<file path="src/hdl/wcfc_pkg.sv">
`default_nettype none

package wcfc_pkg;

	localparam int MAX_WORDS     = 32;
	localparam int DATA_PER_WORD = 2;
	localparam int WORD_BYTES    = DATA_PER_WORD + 1;

	localparam int BYTE_W = 8;
	localparam int WC_W   = 6;
	localparam int POS_W  = 2;
	localparam int REM_W  = $clog2(WORD_BYTES * MAX_WORDS + 1);

	localparam logic [BYTE_W-1:0] CRC_POLY = 8'h31;
	localparam logic [BYTE_W-1:0] CRC_INIT = 8'hFF;

	typedef enum logic [1:0] {
		KIND_DATA     = 2'd0,
		KIND_MATCH    = 2'd1,
		KIND_MISMATCH = 2'd2,
		KIND_DISCARD  = 2'd3
	} byte_kind_t;

endpackage

`default_nettype wire

</file>
<file path="src/hdl/wcfc_crc.sv">
`default_nettype none

module wcfc_crc
	import wcfc_pkg::*;
(
	input  wire logic [BYTE_W-1:0] crc_in,
	input  wire logic [BYTE_W-1:0] data,
	output logic      [BYTE_W-1:0] crc_out
);

	// msb-first crc-8, one bit per step, unrolled
	always_comb begin
		logic [BYTE_W-1:0] c;
		c = crc_in ^ data;
		for (int i = 0; i < BYTE_W; i++) begin
			if (c[BYTE_W-1]) begin
				c = {c[BYTE_W-2:0], 1'b0} ^ CRC_POLY;
			end else begin
				c = {c[BYTE_W-2:0], 1'b0};
			end
		end
		crc_out = c;
	end

endmodule

`default_nettype wire

</file>
<file path="config.mk">
export PLATFORM = sky130hd
export DESIGN_NAME = wcfc_crc
export DESIGN_NICKNAME = d
export VERILOG_FILES = /design/src/hdl/wcfc_pkg.sv /design/src/hdl/wcfc_crc.sv
export SDC_FILE = /design/constraint.sdc
export NUM_CORES = 1
export LEC_CHECK = 0
export BUFFER_PORTS_ARGS = -buffer_cell sky130_fd_sc_hd__buf_2
export CORE_AREA = 2 2 39 41
export DETAILED_ROUTE_END_ITERATION = 10
export DIE_AREA = 0 0 41 43
export MAX_ROUTING_LAYER = met4
export PLACE_DENSITY = 0.5
export SYNTH_ARGS = -nofsm -noshare
export SYNTH_HDL_FRONTEND = slang
export SYNTH_SLANG_ARGS = --single-unit
</file>
<file path="constraint.sdc">
create_clock -name vclk -period 1.3
set_input_delay 0.13 -clock vclk [all_inputs]
set_output_delay 0.13 -clock vclk [all_outputs]
set_load 0.01 [all_outputs]
</file>
==> results_dict.tcl <==
set metrics [dict create \
    area_growth_pct 148 \
    gp_congestion 0.577 \
    path_cells "buf_8, xnor2_4, xnor3_2, xnor2_4, xor2_2, buf_2" \
    core_um2 1380 \
    grt_max_degree 4 \
    cpMostUsedCell "xnor2_4" \
    min_path_type "in -> out" \
    die_w_um 41 \
    grt_pass1_wl_um 655 \
    critPathSlowestCell "xnor3_2" \
    register_area_um2 0 \
    hold_viol 0 \
    firstDrtPassIters 1 \
    fin_area_um2 533 \
    synthesis.nets 35 \
    grt_overflow_total 0 \
    avgRoutedWirePerCell_um 7.27 \
    avgSynthCellArea_um2 11.3 \
    worstMarginPinSlew_ns 0.426 \
    synth_warnings 0 \
    synthCells 19 \
    ir_worst_vdd_uv 436 \
    min_period_over_period 1.17 \
    hold_path_end "crc_out[6]" \
    arrival_ns 1.39 \
    cp_max_fo 3 \
    fillCellCount 149 \
    synth-seq-area-share 0 \
    slew_violations 0 \
    first_global_vias 204 \
    numSequentialCells 0 \
    synth_top_area_share 0.326 \
    postRouteWirelength_um 465 \
    clock.fmax_ghz 0.658 \
    clock_buffers 0 \
    fp.dieArea_um2 1760 \
    fin_util 0.385 \
    holdPathStages 4 \
    diodes 0 \
    vias_per_cell 3.55 \
    io_buffers 24 \
    dp_hpwl_um 422 \
    endpoint_kind "primary output" \
    violations "negative setup slack" \
    synthTopCellsByArea "xor2_1 33%, xnor2_1 28%, xnor2_2 15%" \
    crit_family "XOR/XNOR gates" \
    crit_required_ns 1.17 \
    drtIter0Drc 0 \
    setup-violations-final 3 \
    antenna_found_initial 0 \
    dpl-instance-area_um2 419 \
    syn-cell-area_um2 215 \
    hold_buffers 0 \
    start_util 0.156 \
    grt_setup_unrepaired "true" \
    worstSetupPathType "in -> out" \
    post-synth-top-area-cell "xor2_1" \
    die_y_um 43 \
    drive_gt1_frac 0.833 \
    critPathLaunchType "input pin" \
    pin_count 24 \
    vias 227 \
    rows 14 \
    ant_nets 0 \
    max_stage_delay_ns 0.49 \
    slew_headroom 0.715 \
    layout.nets 66 \
    synth.distinct_cells 5 \
    grtUsageTotal 0.0506 \
    drc 0 \
    setup_slack_ns -0.220 \
    powerDensity_nw_per_um2 911 \
    fin_crit_ns 1.52 \
    drv_cap 0 \
    cp.buffers_inverters 2 \
    status "finished, violations left" \
    hold_start "crc_in[2]" \
    p_leak_uw 0.000254 \
]
## report_power, final
group,internal [µW],switching (µW),total [µW]
combinational,266,220,486
sequential,0,0,0
clock,0,0,0
## layout by cell type (no fill, tap or decap)
master and instances:
buf_2 19, xor2_1 5, xnor2_4 4, buf_6 4, buf_4 4, xnor2_2 3, xnor2_1 3, xor2_2 2
buf_8 2, xnor3_2 1, xor2_4 1
## routing by layer
layer / share of wire / track usage / up-vias
met1: 0.26 / 0.0391 / 99
li1: - / - / 114
met2: 0.64 / 0.116 / 14
met3: 0.10 / 0 / 0
met4: 0 / 0 / 0
met5: 0 / - / -
## how the worst max path moves through the flow
stage                   start         end  slack (ns)  cells after the start
floorplan             data[3]  crc_out[0]       -0.08                      4
detailed placement    data[3]  crc_out[0]       -0.26                      6
CTS                 crc_in[6]  crc_out[0]       -0.25                      6
global route        crc_in[3]  crc_out[5]       -0.29                      6
finish              crc_in[3]  crc_out[5]       -0.22                      6
global placement      data[3]  crc_out[5]       -0.25                      6
## area by class of cell
| cell class | instances | area, µm² | share of cell area |
|---|---|---|---|
| Multi-Input combinational cell | 19 | 313 | 0.587 |
| Tap cell | 16 | 20.0 | 0.0376 |
| Timing Repair Buffer | 29 | 200 | 0.376 |
## timing repair
| item | CTS | global route |
|---|---|---|
| buffers inserted | 1 | 0 |
| gates resized for setup | 8 | 9 |
| endpoints found under the setup margin | 5 | 5 |
| pin swaps | 7 | 4 |
## metrics by stage
stage / cells / power, µW / hold slack [ns] / setup TNS [ns] / worst slack [ns]
floorplan: 19 / 270 / 0.446 / -0.168 / -0.0840
CTS: 64 / 477 / 0.722 / -0.659 / -0.253
detailed placement: 63 / 433 / 0.722 / -0.890 / -0.260
global placement: 63 / 431 / 0.719 / -0.834 / -0.246
global route: 64 / 524 / 0.751 / -0.821 / -0.292
finish: 64 / 486 / 0.715 / -0.533 / -0.220
## synth_stat cells (all sizes together)
master / count
xnor3: 1
xor2: 8
xnor2: 10
## kinds of logic after synthesis
group                     share of synthesized area
xor gates and xnor gates                       1.00
Note: power is estimated with default switching activity, not from simulation.
